[src/hdl/kct_pkg.sv]
`timescale 1ns / 1ps

package kct_pkg;

   localparam int SLOTS   = 16;
   localparam int IDX_W   = (SLOTS > 1) ? $clog2(SLOTS) : 1;
   localparam int CNT_W   = $clog2(SLOTS + 1);
   localparam int KEY_W   = 32;
   localparam int CHAN_W  = 8;
   localparam int COLOR_W = 3 * CHAN_W;
   localparam int ROW_W   = KEY_W + COLOR_W;
   localparam int REQ_W   = 2;
   localparam int STAT_W  = 2;
   localparam int USED_W  = 5;

   typedef logic [REQ_W-1:0]  req_code_type;
   typedef logic [STAT_W-1:0] status_type;

   localparam req_code_type REQ_LOOKUP = 2'd0;
   localparam req_code_type REQ_ADDMOD = 2'd1;
   localparam req_code_type REQ_DELETE = 2'd2;

   localparam status_type STAT_OK        = 2'd0;
   localparam status_type STAT_EMPTY     = 2'd1;
   localparam status_type STAT_NOT_FOUND = 2'd2;
   localparam status_type STAT_FULL      = 2'd3;

   typedef enum logic [2:0] {
      ST_IDLE,
      ST_SCAN,
      ST_EXEC,
      ST_MOVE,
      ST_RESP
   } state_type;

endpackage

[src/hdl/kct_if.sv]
`timescale 1ns / 1ps

interface kct_req_if;
   logic                         valid;
   logic                         ready;
   logic [kct_pkg::REQ_W-1:0]    req_type;
   logic [kct_pkg::KEY_W-1:0]    key;
   logic [kct_pkg::CHAN_W-1:0]   red_in;
   logic [kct_pkg::CHAN_W-1:0]   green_in;
   logic [kct_pkg::CHAN_W-1:0]   blue_in;

   modport source (output valid, req_type, key, red_in, green_in, blue_in, input ready);
   modport sink   (input valid, req_type, key, red_in, green_in, blue_in, output ready);
endinterface

interface kct_rsp_if;
   logic                         valid;
   logic                         ready;
   logic [kct_pkg::STAT_W-1:0]   status;
   logic [kct_pkg::CHAN_W-1:0]   red_out;
   logic [kct_pkg::CHAN_W-1:0]   green_out;
   logic [kct_pkg::CHAN_W-1:0]   blue_out;
   logic [kct_pkg::USED_W-1:0]   entries_used;

   modport source (output valid, status, red_out, green_out, blue_out, entries_used,
                   input ready);
   modport sink   (input valid, status, red_out, green_out, blue_out, entries_used,
                   output ready);
endinterface

[src/hdl/keyed_color_table.sv]
`timescale 1ns / 1ps

// Keyed color table: up to SLOTS entries of {32-bit key, 24-bit RGB}, kept
// densely packed in slots 0..count-1 of one single-port-read RAM.
// req_ch takes one beat per request (lookup, add-or-modify, delete); rsp_ch
// returns exactly one beat per request with status, color and entry count.
// Requests are handled one at a time. req_ch.ready is high only while the
// block is idle and out of reset. A request scans the RAM one slot per cycle,
// stopping at the first matching key or at the last valid slot; it scans
// no slot when the table is empty and at most SLOTS slots otherwise. A
// delete that moves the last entry into the freed slot passes through an
// extra move state. The result is registered: rsp_ch.valid
// rises the cycle after the request finishes, and the next request is
// accepted in that same cycle. If the receiver stalls, the result stays in
// the output register and one more request may be processed; its result then
// waits until the output register drains. Reset empties the table (the count
// goes to zero; the RAM itself is not cleared) and drops any pending result.

module keyed_color_table (
   input  logic           clock,
   input  logic           reset,
   kct_req_if.sink        req_ch,
   kct_rsp_if.source      rsp_ch
);

   kct_pkg::state_type                 state_ff, state_in;
   kct_pkg::req_code_type              req_type_ff, req_type_in;
   logic [kct_pkg::KEY_W-1:0]          key_ff, key_in;
   logic [kct_pkg::COLOR_W-1:0]        color_ff, color_in;
   logic [kct_pkg::IDX_W-1:0]          pend_idx_ff, pend_idx_in;
   logic [kct_pkg::CNT_W-1:0]          count_ff, count_in;
   logic                               hit_ff, hit_in;
   logic [kct_pkg::IDX_W-1:0]          hit_idx_ff, hit_idx_in;
   logic [kct_pkg::COLOR_W-1:0]        hit_color_ff, hit_color_in;
   kct_pkg::status_type                res_status_ff, res_status_in;
   logic [kct_pkg::COLOR_W-1:0]        res_color_ff, res_color_in;
   logic                               rsp_valid_ff, rsp_valid_in;
   kct_pkg::status_type                rsp_status_ff, rsp_status_in;
   logic [kct_pkg::COLOR_W-1:0]        rsp_color_ff, rsp_color_in;
   logic [kct_pkg::USED_W-1:0]         rsp_used_ff, rsp_used_in;

   logic                               ram_wr_en;
   logic [kct_pkg::IDX_W-1:0]          ram_wr_addr;
   logic [kct_pkg::ROW_W-1:0]          ram_wr_data;
   logic                               ram_rd_en;
   logic [kct_pkg::IDX_W-1:0]          ram_rd_addr;
   logic [kct_pkg::ROW_W-1:0]          ram_rd_data;

   logic                               accept;
   logic                               key_match;
   logic                               scan_last;
   logic                               out_free;
   logic                               is_full;
   logic [kct_pkg::IDX_W-1:0]          last_idx;
   logic                               move_needed;

   kct_ram #(
      .WIDTH (kct_pkg::ROW_W),
      .DEPTH (kct_pkg::SLOTS)
   ) u_ram (
      .clock   (clock),
      .wr_en   (ram_wr_en),
      .wr_addr (ram_wr_addr),
      .wr_data (ram_wr_data),
      .rd_en   (ram_rd_en),
      .rd_addr (ram_rd_addr),
      .rd_data (ram_rd_data)
   );

   assign req_ch.ready = (state_ff == kct_pkg::ST_IDLE) && !reset;
   assign accept       = req_ch.valid && req_ch.ready;
   assign out_free     = !rsp_valid_ff || rsp_ch.ready;

   assign key_match = (ram_rd_data[kct_pkg::ROW_W-1:kct_pkg::COLOR_W] == key_ff);
   assign scan_last = ((kct_pkg::CNT_W'(pend_idx_ff) + kct_pkg::CNT_W'(1)) == count_ff);
   assign is_full   = (count_ff == kct_pkg::CNT_W'(kct_pkg::SLOTS));
   assign last_idx  = kct_pkg::IDX_W'(count_ff - kct_pkg::CNT_W'(1));
   // delete hit on any slot but the last one pulls the last entry down
   assign move_needed = (req_type_ff == kct_pkg::REQ_DELETE) && hit_ff
                        && (hit_idx_ff != last_idx);

   always_comb begin
      state_in = state_ff;
      unique case (state_ff)
         kct_pkg::ST_IDLE: begin
            if (accept) begin
               state_in = (count_ff == '0) ? kct_pkg::ST_EXEC : kct_pkg::ST_SCAN;
            end
         end
         kct_pkg::ST_SCAN: begin
            if (key_match || scan_last) begin
               state_in = kct_pkg::ST_EXEC;
            end
         end
         kct_pkg::ST_EXEC: begin
            state_in = move_needed ? kct_pkg::ST_MOVE : kct_pkg::ST_RESP;
         end
         kct_pkg::ST_MOVE: begin
            state_in = kct_pkg::ST_RESP;
         end
         kct_pkg::ST_RESP: begin
            if (out_free) begin
               state_in = kct_pkg::ST_IDLE;
            end
         end
         default: begin
            state_in = kct_pkg::ST_IDLE;
         end
      endcase
   end

   always_comb begin
      req_type_in   = req_type_ff;
      key_in        = key_ff;
      color_in      = color_ff;
      pend_idx_in   = pend_idx_ff;
      count_in      = count_ff;
      hit_in        = hit_ff;
      hit_idx_in    = hit_idx_ff;
      hit_color_in  = hit_color_ff;
      res_status_in = res_status_ff;
      res_color_in  = res_color_ff;
      rsp_status_in = rsp_status_ff;
      rsp_color_in  = rsp_color_ff;
      rsp_used_in   = rsp_used_ff;
      rsp_valid_in  = rsp_valid_ff && !rsp_ch.ready;
      ram_wr_en     = 1'b0;
      ram_wr_addr   = hit_idx_ff;
      ram_wr_data   = {key_ff, color_ff};
      ram_rd_en     = 1'b0;
      ram_rd_addr   = '0;

      unique case (state_ff)
         kct_pkg::ST_IDLE: begin
            if (accept) begin
               req_type_in = req_ch.req_type;
               key_in      = req_ch.key;
               color_in    = {req_ch.red_in, req_ch.green_in, req_ch.blue_in};
               pend_idx_in = '0;
               hit_in      = 1'b0;
               ram_rd_en   = 1'b1;
            end
         end
         kct_pkg::ST_SCAN: begin
            // compare slot pend_idx, prefetch the next slot
            ram_rd_en   = 1'b1;
            ram_rd_addr = pend_idx_ff + kct_pkg::IDX_W'(1);
            pend_idx_in = pend_idx_ff + kct_pkg::IDX_W'(1);
            if (key_match) begin
               hit_in       = 1'b1;
               hit_idx_in   = pend_idx_ff;
               hit_color_in = ram_rd_data[kct_pkg::COLOR_W-1:0];
            end
         end
         kct_pkg::ST_EXEC: begin
            res_status_in = kct_pkg::STAT_OK;
            res_color_in  = '0;
            case (req_type_ff)
               kct_pkg::REQ_ADDMOD: begin
                  if (hit_ff) begin
                     ram_wr_en = 1'b1;
                  end else if (is_full) begin
                     res_status_in = kct_pkg::STAT_FULL;
                  end else begin
                     ram_wr_en   = 1'b1;
                     ram_wr_addr = kct_pkg::IDX_W'(count_ff);
                     count_in    = count_ff + kct_pkg::CNT_W'(1);
                  end
               end
               kct_pkg::REQ_DELETE: begin
                  if (count_ff == '0) begin
                     res_status_in = kct_pkg::STAT_EMPTY;
                  end else if (!hit_ff) begin
                     res_status_in = kct_pkg::STAT_NOT_FOUND;
                  end else begin
                     count_in    = count_ff - kct_pkg::CNT_W'(1);
                     ram_rd_en   = move_needed;
                     ram_rd_addr = last_idx;
                  end
               end
               default: begin
                  if (hit_ff) begin
                     res_color_in = hit_color_ff;
                  end else begin
                     res_status_in = kct_pkg::STAT_NOT_FOUND;
                  end
               end
            endcase
         end
         kct_pkg::ST_MOVE: begin
            ram_wr_en   = 1'b1;
            ram_wr_data = ram_rd_data;
         end
         kct_pkg::ST_RESP: begin
            if (out_free) begin
               rsp_valid_in  = 1'b1;
               rsp_status_in = res_status_ff;
               rsp_color_in  = res_color_ff;
               rsp_used_in   = kct_pkg::USED_W'(count_ff);
            end
         end
         default: begin
         end
      endcase
   end

   always_ff @(posedge clock) begin
      if (reset) begin
         state_ff     <= kct_pkg::ST_IDLE;
         count_ff     <= '0;
         rsp_valid_ff <= 1'b0;
         hit_ff       <= 1'b0;
      end else begin
         state_ff     <= state_in;
         count_ff     <= count_in;
         rsp_valid_ff <= rsp_valid_in;
         hit_ff       <= hit_in;
      end
      req_type_ff   <= req_type_in;
      key_ff        <= key_in;
      color_ff      <= color_in;
      pend_idx_ff   <= pend_idx_in;
      hit_idx_ff    <= hit_idx_in;
      hit_color_ff  <= hit_color_in;
      res_status_ff <= res_status_in;
      res_color_ff  <= res_color_in;
      rsp_status_ff <= rsp_status_in;
      rsp_color_ff  <= rsp_color_in;
      rsp_used_ff   <= rsp_used_in;
   end

   assign rsp_ch.valid        = rsp_valid_ff;
   assign rsp_ch.status       = rsp_status_ff;
   assign rsp_ch.red_out      = rsp_color_ff[3*kct_pkg::CHAN_W-1:2*kct_pkg::CHAN_W];
   assign rsp_ch.green_out    = rsp_color_ff[2*kct_pkg::CHAN_W-1:kct_pkg::CHAN_W];
   assign rsp_ch.blue_out     = rsp_color_ff[kct_pkg::CHAN_W-1:0];
   assign rsp_ch.entries_used = rsp_used_ff;

endmodule

[src/hdl/kct_ram.sv]
`timescale 1ns / 1ps

module kct_ram #(
   parameter int WIDTH = 8,
   parameter int DEPTH = 16
) (
   input  logic                                       clock,
   input  logic                                       wr_en,
   input  logic [((DEPTH > 1) ? $clog2(DEPTH) : 1)-1:0] wr_addr,
   input  logic [WIDTH-1:0]                           wr_data,
   input  logic                                       rd_en,
   input  logic [((DEPTH > 1) ? $clog2(DEPTH) : 1)-1:0] rd_addr,
   output logic [WIDTH-1:0]                           rd_data
);

   logic [WIDTH-1:0] mem_ff [DEPTH];
   logic [WIDTH-1:0] rd_data_ff;

   always_ff @(posedge clock) begin
      if (wr_en) begin
         mem_ff[wr_addr] <= wr_data;
      end
      if (rd_en) begin
         rd_data_ff <= mem_ff[rd_addr];
      end
   end

   assign rd_data = rd_data_ff;

endmodule

[src/flat_wrapper.sv]
// flat-port wrapper written by rule: the top's interface ports become plain ports
module keyed_color_table_flat 
  (clock, reset, req_ch_valid, req_ch_req_type, req_ch_key, req_ch_red_in, req_ch_green_in, req_ch_blue_in, req_ch_ready, rsp_ch_valid, rsp_ch_status, rsp_ch_red_out, rsp_ch_green_out, rsp_ch_blue_out, rsp_ch_entries_used, rsp_ch_ready);
  kct_req_if req_ch_i ();
  kct_rsp_if rsp_ch_i ();
  input  logic clock;
  input  logic reset;
  input wire logic [$bits(req_ch_i.valid)-1:0] req_ch_valid;
  input wire logic [$bits(req_ch_i.req_type)-1:0] req_ch_req_type;
  input wire logic [$bits(req_ch_i.key)-1:0] req_ch_key;
  input wire logic [$bits(req_ch_i.red_in)-1:0] req_ch_red_in;
  input wire logic [$bits(req_ch_i.green_in)-1:0] req_ch_green_in;
  input wire logic [$bits(req_ch_i.blue_in)-1:0] req_ch_blue_in;
  output wire logic [$bits(req_ch_i.ready)-1:0] req_ch_ready;
  output wire logic [$bits(rsp_ch_i.valid)-1:0] rsp_ch_valid;
  output wire logic [$bits(rsp_ch_i.status)-1:0] rsp_ch_status;
  output wire logic [$bits(rsp_ch_i.red_out)-1:0] rsp_ch_red_out;
  output wire logic [$bits(rsp_ch_i.green_out)-1:0] rsp_ch_green_out;
  output wire logic [$bits(rsp_ch_i.blue_out)-1:0] rsp_ch_blue_out;
  output wire logic [$bits(rsp_ch_i.entries_used)-1:0] rsp_ch_entries_used;
  input wire logic [$bits(rsp_ch_i.ready)-1:0] rsp_ch_ready;
  assign req_ch_i.valid = req_ch_valid;
  assign req_ch_i.req_type = req_ch_req_type;
  assign req_ch_i.key = req_ch_key;
  assign req_ch_i.red_in = req_ch_red_in;
  assign req_ch_i.green_in = req_ch_green_in;
  assign req_ch_i.blue_in = req_ch_blue_in;
  assign req_ch_ready = req_ch_i.ready;
  assign rsp_ch_valid = rsp_ch_i.valid;
  assign rsp_ch_status = rsp_ch_i.status;
  assign rsp_ch_red_out = rsp_ch_i.red_out;
  assign rsp_ch_green_out = rsp_ch_i.green_out;
  assign rsp_ch_blue_out = rsp_ch_i.blue_out;
  assign rsp_ch_entries_used = rsp_ch_i.entries_used;
  assign rsp_ch_i.ready = rsp_ch_ready;
  keyed_color_table u_core (.clock(clock), .reset(reset), .req_ch(req_ch_i), .rsp_ch(rsp_ch_i));
endmodule
[config.mk]
export PLATFORM = sky130hd
export DESIGN_NAME = keyed_color_table_flat
export DESIGN_NICKNAME = d
export VERILOG_FILES = /design/src/hdl/kct_pkg.sv /design/src/hdl/kct_if.sv /design/src/hdl/keyed_color_table.sv /design/src/hdl/kct_ram.sv /design/src/flat_wrapper.sv
export SDC_FILE = /design/constraint.sdc
export NUM_CORES = 1
export LEC_CHECK = 0
export BUFFER_PORTS_ARGS = -buffer_cell sky130_fd_sc_hd__buf_2
export CAP_MARGIN = 20
export CORE_ASPECT_RATIO = 0.75
export CORE_UTILIZATION = 45
export DETAILED_ROUTE_END_ITERATION = 10
export SYNTH_ARGS = -nofsm -noshare
export SYNTH_HDL_FRONTEND = slang
export SYNTH_SLANG_ARGS = --single-unit
[constraint.sdc]
create_clock -name clock -period 6.9 [get_ports clock]
set_input_delay 0 -clock clock [delete_from_list [all_inputs] [get_ports clock]]
set_output_delay 0 -clock clock [all_outputs]
set_load 0.005 [all_outputs]
## Yosys cells after proc, flatten, opt, wreduce, memory -nomap -nowiden

Memories as Yosys holds them, arrays and structs flattened. A register that Yosys moved wholly into a read port is not among the register bits.
Index checks and enable logic that the tools add are counted.

- Add/subtract/negate cells: 4
- $mul: 0
- Equal/unequal tests: 18
- Shift operators: 0
- Reduce and logical (&&, ||, !) cells: 22
- Bitwise operators: 1
- Mux-type cells: 43
- Div/mod/pow operators: 0
- Order comparisons: 0

Operator list:

| operator | count |
|---|---|
| $mux W56 | 1 |
| $eq A32 B32 Y1 | 1 |
| $mux W4 | 8 |
| $mux W5 | 4 |
| $pmux W4 S2 | 2 |
| $pmux W3 S5 | 1 |
| $mux W1 | 13 |
| $mux W3 | 4 |
| $mux W2 | 5 |
| $ne A2 B1 Y1 const B | 5 |
| $pmux W5 S2 | 1 |
| $reduce_and A2 Y1 | 4 |
| $eq A3 B2 Y1 const B | 2 |
| $ne A2 B2 Y1 const B | 3 |
| $reduce_and A3 Y1 | 2 |
| $reduce_and A6 Y1 | 1 |
| $add A4 B1 Y5 const B | 1 |
| $add A5 B1 Y5 const B | 1 |
| $eq A5 B5 Y1 | 1 |
| $eq A5 B5 Y1 const B | 1 |
| $logic_and A1 B1 Y1 | 5 |
| $logic_not A5 Y1 | 1 |
| $sub A5 B1 Y5 const B | 1 |
| $add A4 B1 Y4 const B | 1 |
| other kinds (14) | 19 |

- Bits in latches: 0
- Word-level logic and storage cells: 104
- Output and inout port bits: 33
- Memories: 1
- Bits in writable memories: 896
- Register bits after elaboration: 157
- Memory bits (read-only): 0

Memories:

| name | words | bits a word | read ports | clocked after memory_dff | write ports | RTL line | RTL |
|---|---|---|---|---|---|---|---|
| u_core.u_ram.mem_ff | 16 | 56 | 1 | 1 | 1 | kct_ram.sv:16 | `logic [WIDTH-1:0] mem_ff [DEPTH];` |

## Longest topological paths before layout

- Depth after elaboration: 7
- Depth in mapped cells: 12
- Mapped depth without buffers: 8

## Cells and area by module

From an unflattened synthesis, not the netlist that was laid out.

- Cells, all modules: 1,864
- Area total of the unflattened synthesis: 41,915.2 µm²

Modules (own cells, without submodules):

| module | instances | seq. area each (µm²) | cells each | area each (µm²) |
|---|---|---|---|---|
| kct_ram | 1 | 28,587.4 | 1,445 | 35,238.8 |
| keyed_color_table | 1 | 4,614.4 | 419 | 6,676.4 |

## Least setup slack after synthesis

OpenSTA, ideal clock, no wires.

- Kind: register to register
- Start: register u_core.count_ff[0] (netlist bit)
- End: memory u_core.u_ram.mem_ff[11][0] (netlist bit), enable pin
- Stages on the path, launching flop included: 11
- Slack: 1.793 ns
- Arrival time: 4.637 ns
- Period minus slack after synthesis: 5.107 ns
- Cell sequence: dfxtp_1 > clkbuf_1 > inv_1 > ha_1 > and4bb_2 > nor4b_2 > clkbuf_1 > nand3_1 > o21ai_0 > nand2_1 > nor2_1

- Word-level cells in the longest chain between the ends: 7

Ends and longest elaborated chain:

| what | RTL line | RTL |
|---|---|---|
| from (decl) | keyed_color_table.sv:31 | `logic [kct_pkg::CNT_W-1:0] count_ff, count_in;` |
| from (signal assigned) | keyed_color_table.sv:215 | `count_ff <= count_in;` |
| $eq A5 B5 Y1 | keyed_color_table.sv:76 | `assign is_full = (count_ff == kct_pkg::CNT_W'(kct_pkg::SLOTS));` |
| $mux W1 | keyed_color_table.sv:162 | `end else if (is_full) begin` |
| $mux W1 | keyed_color_table.sv:160 | `if (hit_ff) begin` |
| $mux W1 | keyed_color_table.sv:158 | `case (req_type_ff)` |
| $pmux W1 S2 | keyed_color_table.sv:133 | `unique case (state_ff)` |
| $mux W1 | kct_ram.sv:20 | `if (wr_en) begin` |
| $mux W1 (implied by the code) | kct_ram.sv:21 | `mem_ff[wr_addr] <= wr_data;` |
| to (decl) | kct_ram.sv:16 |  |

Several ways; a longest one is shown, not always the timed one.

## Worst setup path in the final report

- Start: register u_core.state_ff[1]
- End: register u_core.u_ram.rd_data_ff[54] (netlist: u_core.u_ram.rd_data[54]) (read register of u_core.u_ram.mem_ff) (data pin)

- Word-level cells in the longest chain between the ends: 5

Ends and longest elaborated chain:

| what | RTL line | RTL |
|---|---|---|
| from (decl) | keyed_color_table.sv:26 | `kct_pkg::state_type state_ff, state_in;` |
| from (signal assigned) | keyed_color_table.sv:209 | `state_ff <= kct_pkg::ST_IDLE;` |
| from (signal assigned) | keyed_color_table.sv:214 | `state_ff <= state_in;` |
| $logic_not A3 Y1 | keyed_color_table.sv:70, keyed_color_table.sv:133 |  |
| $logic_and A1 B1 Y1 | keyed_color_table.sv:70 | `assign req_ch.ready = (state_ff == kct_pkg::ST_IDLE) && !reset;` |
| $logic_and A1 B1 Y1 | keyed_color_table.sv:71 | `assign accept = req_ch.valid && req_ch.ready;` |
| $mux W1 | keyed_color_table.sv:135 | `if (accept) begin` |
| $pmux W1 S3 | keyed_color_table.sv:133 |  |
| to (decl) | kct_ram.sv:17 | `logic [WIDTH-1:0] rd_data_ff;` |

Several ways; a longest one is shown, not always the timed one.
A chain may end at the register's enable or synchronous reset.

==> results.md <==
* Status: completed
* Placer Congestion at ~0.8
* Post-route ant nets at 0
* Net switching power at approximately 0.0043 W
* H-tree depth at 3
* Placed Area at roughly 45000 sq um
* PD cells at about 330 nW/um^2
* Clk slew on worst S/H paths at roughly 0.06 ns
* Slowest cell on crit path: and2_2
* Worst slew pin tran at between 1 and 1.5 ns
* CP Max Fanout at 32
* Total CTS buffers at about 110
* Warnings, synthesis at 0
* Vias in the first global route at around 25000
* DRC Markers at 0
* Placement row count at 98
* First-pass detailed-route iteration total at 5
* Clock power share at between 30 and 40%
* Final instance area at 49600 sq um
* I/O Pins at 95
* Largest stage delay, worst path at ~0.87 ns
* Full die area at 97300 sq um
* Max-Cap Viols at 0
* Top FF cell, synth: edfxtp_1
* Vias per cell at about 5.6
* Largest net degree at the start of global routing at roughly 230
* Final Hold Fails at 0
* Sw Share at about a quarter
* CTS max path bufs at 3
* Syn Inst Count at 2976
* Worst R2R Start: u_core.state_ff[1]
* Final setup TNS at 0 ns
* FMAX at roughly 230 MHz
* DP Worst Slack at 2.18 ns
* Fillcell total at 7731
* Die Y at roughly 270 um
* CP cell instances: or3b_4 > inv_2 > nand3_1 > o22ai_1 > and2_2 > buf_4 > nand3_1 > o311ai_1
* Async S/R FF share, synth at 0%
* Post-synth EDFFs at between 1000 and 1500
* RSZ-0062 raised after global routing: false
* DRT Wirelength at 106000 um
* CP endpoint kind: flop
* Setup ws final at about 2.5 ns
* Register area share after synthesis at about three quarters
* Startpoint types: flop
* Routed via count at between 20000 and 30000
* CORE AREA at 95300 sq um
* Leakage at around 17 nW
* Comb power frac at 14.0%
* Root buffer cell: clkbuf_16
* Clock sinks at approximately 1100
* Synthesized area per cell at 14.5 sq um
* Port bufs at 94
* CP startpoint: u_core.state_ff[1]
* P&R area growth vs syn at 14.8%
* GRT Util Overall at between 20% and 30%
* Grt total ovfl at 0
* Critical Path AT at 4.87 ns
* Relative slew slack at under 10%
* CP required at roughly 7.4 ns
* Fraction of layout cells with a size suffix above 1 at 11.9%
* Min-delay src: req_ch_key[25]
* Initial Util at 45.4%
* Routed len/inst at 23.5 um
* CP most frequent cell: nand3_1
* 1st-iter DRT viols at between 2000 and 3000
* Unique masters post-synth at between 50 and 60
* Net count after synthesis at between 3000 and 4000
* Finish-stage setup viols at 0
* Period utilization at 63.5%
* Dpl hpwl at just under 60000 um
* Final Max Slew Viols at 0
* First-pass GRT wire length at 158000 um
* TritonCTS clock tree: built
* Die X at ~360 um
* Clock Skews at 0.0275 ns
* Crit Path Category: reg -> reg
* P_int at 0.0121 W
* Ant. Diodes at 0
* WHS at 0.0378 ns
* Antenna violations before repair at 1
* Most frequent cells in the layout: 1099 x edfxtp_1, 742 x nand2_1, 282 x a21oi_1
* Crit path time final at approximately 4.4 ns
* Cell area after synthesis at 43200 sq um
* Yosys reg bits at 1109
* Nets at 3224
* Worst min path class: in -> reg
* Sequential share of power at a little over 50%
* Commonest non-fill, non-tap cell in the layout: edfxtp_1
* Peak supply drop at roughly 210 uV
* Post-Layout Cell Count at around 4500
* Placed insts at 4188
* Clock Latency Late Sink at about 0.71 ns
[flip-flops by register name (all words and copies together), names as in the netlist]
name                        flops
u_core.state_ff                 3
u_core.u_ram.mem_ff           896
u_core.hit_ff                   1
u_core.res_color_ff            24
u_core.hit_color_ff            24
u_core.rsp_ch.status            2
u_core.req_type_ff              2
u_core.key_ff                  32
u_core.rsp_color_ff            24
u_core.res_status_ff            2
u_core.count_ff                 5
u_core.u_ram.rd_data           56
u_core.hit_idx_ff               4
u_core.rsp_ch.valid             1
u_core.color_ff                24
u_core.rsp_ch.entries_used      5
u_core.pend_idx_ff              4
[routing by layer]
| layer | up-vias | wire length [um] | global-route usage [%] |
|---|---|---|---|
| met4 | 2 | 2550 | 5.88 |
| met2 | 878 | 48500 | 33.1 |
| met5 | - | 13 | 0 |
| met3 | 167 | 7240 | 4.36 |
| li1 | 11500 | - | - |
| met1 | 12800 | 47500 | 31.4 |
[synth_stat cells, types with 2 or more instances]
library cell  number  area, sq um
nor4_1             4         25.0
nor4b_1            2         17.5
a21oi_1          282         1410
a32oi_1           57          499
o311ai_1          56          490
and4_1             2         17.5
buf_1             18         67.6
and2_1            26          163
o22ai_1            2         12.5
a22oi_1           56          420
nand3_1          174          871
inv_1             10         37.5
ha_1               6         75.1
nand4_1            9         56.3
mux2i_1           56          561
buf_6             15          169
buf_2             87          435
nand2b_1           2         12.5
nor2_1            37          139
a2bb2oi_1          2         17.5
o21ai_0            7         35.0
mux2_2            56          631
xnor2_1           42          368
edfxtp_1        1099        33000
nand2_1          743         2790
dfxtp_1           10          200
nor3_1             7         35.0
clkbuf_1          52          195
a211oi_1           2         15.0
and3_1             3         18.8
nor3b_1            4         30.0
nand3b_1           2         15.0
a21oi_2            3         26.3
a31oi_1            6         37.5
buf_4             12         90.1
xor2_1             5         43.8
[area by class of cell]
type	count	area [sq um]	share of cell area, %
Clock inverter	57	606	1.22
Inverter	11	42.5	0.0857
Sequential cell	1109	33200	66.9
Clock buffer	139	2860	5.76
Multi-Input combinational cell	1672	9230	18.6
Tap cell	1250	1560	3.15
Timing Repair Buffer	255	2130	4.30
[what timing repair did]
action / 4_1_cts / 5_1_grt
buffers inserted: 0 / 0
gates resized for setup: 0 / 0
endpoints found under the hold margin: 72 / 0
hold buffers: 107 / 0
[per-stage QoR]
stage / power [W] / util (%)
6_report: 0.0165 / 52.1
5_1_grt: 0.0171 / 52.1
4_1_cts: 0.0166 / 52.1
3_5_place_dp: 0.0107 / 47.3
3_3_place_gp: 0.0107 / 47.2
2_1_floorplan: 0.00982 / -
[path summary, 6_finish.rpt]
path | end | cells past startpoint | slack, ns
setup / recovery | u_core.u_ram.rd_data[54] | 8 | 2.52
hold / removal | u_core.key_ff[25] | 2 | 0.04
setup reg to reg | u_core.u_ram.rd_data[54] | 8 | 2.52
hold reg to reg | u_core.rsp_color_ff[9] | 0 | 0.42
[kinds of logic (layout without fill, tap and decap cells)]
kind of cell | count (synthesis) | in the layout | synth area share (%)
buf+inv | 195 | 462 | 2.31
mux | 112 | 112 | 2.76
compound gates | 484 | 484 | 7.09
flops | 1109 | 1109 | 76.8
xor+xnor | 48 | 48 | 1.00
fa+ha+maj | 6 | 6 | 0.174
simple gates | 1022 | 1022 | 9.87
[worst max-delay path: cells and delay by family, from the launching register on]
family,cells,cell delay [ns]
AO/OA/AOI/OAI,2,0.69
buffers and inverters,2,1.12
flip-flops,1,0.45
AND/OR/NAND/NOR,4,1.86
[power groups by stage]
stage               Sequential, W  Combinational, W  Clock (W)
finish                    0.00833           0.00230    0.00585
global route              0.00836           0.00250    0.00619
CTS                       0.00833           0.00230    0.00595
detailed placement        0.00847           0.00225          0
global placement          0.00847           0.00220          0
floorplan                 0.00835           0.00147          0
No activity file was read; power rests on OpenSTA's default activity.
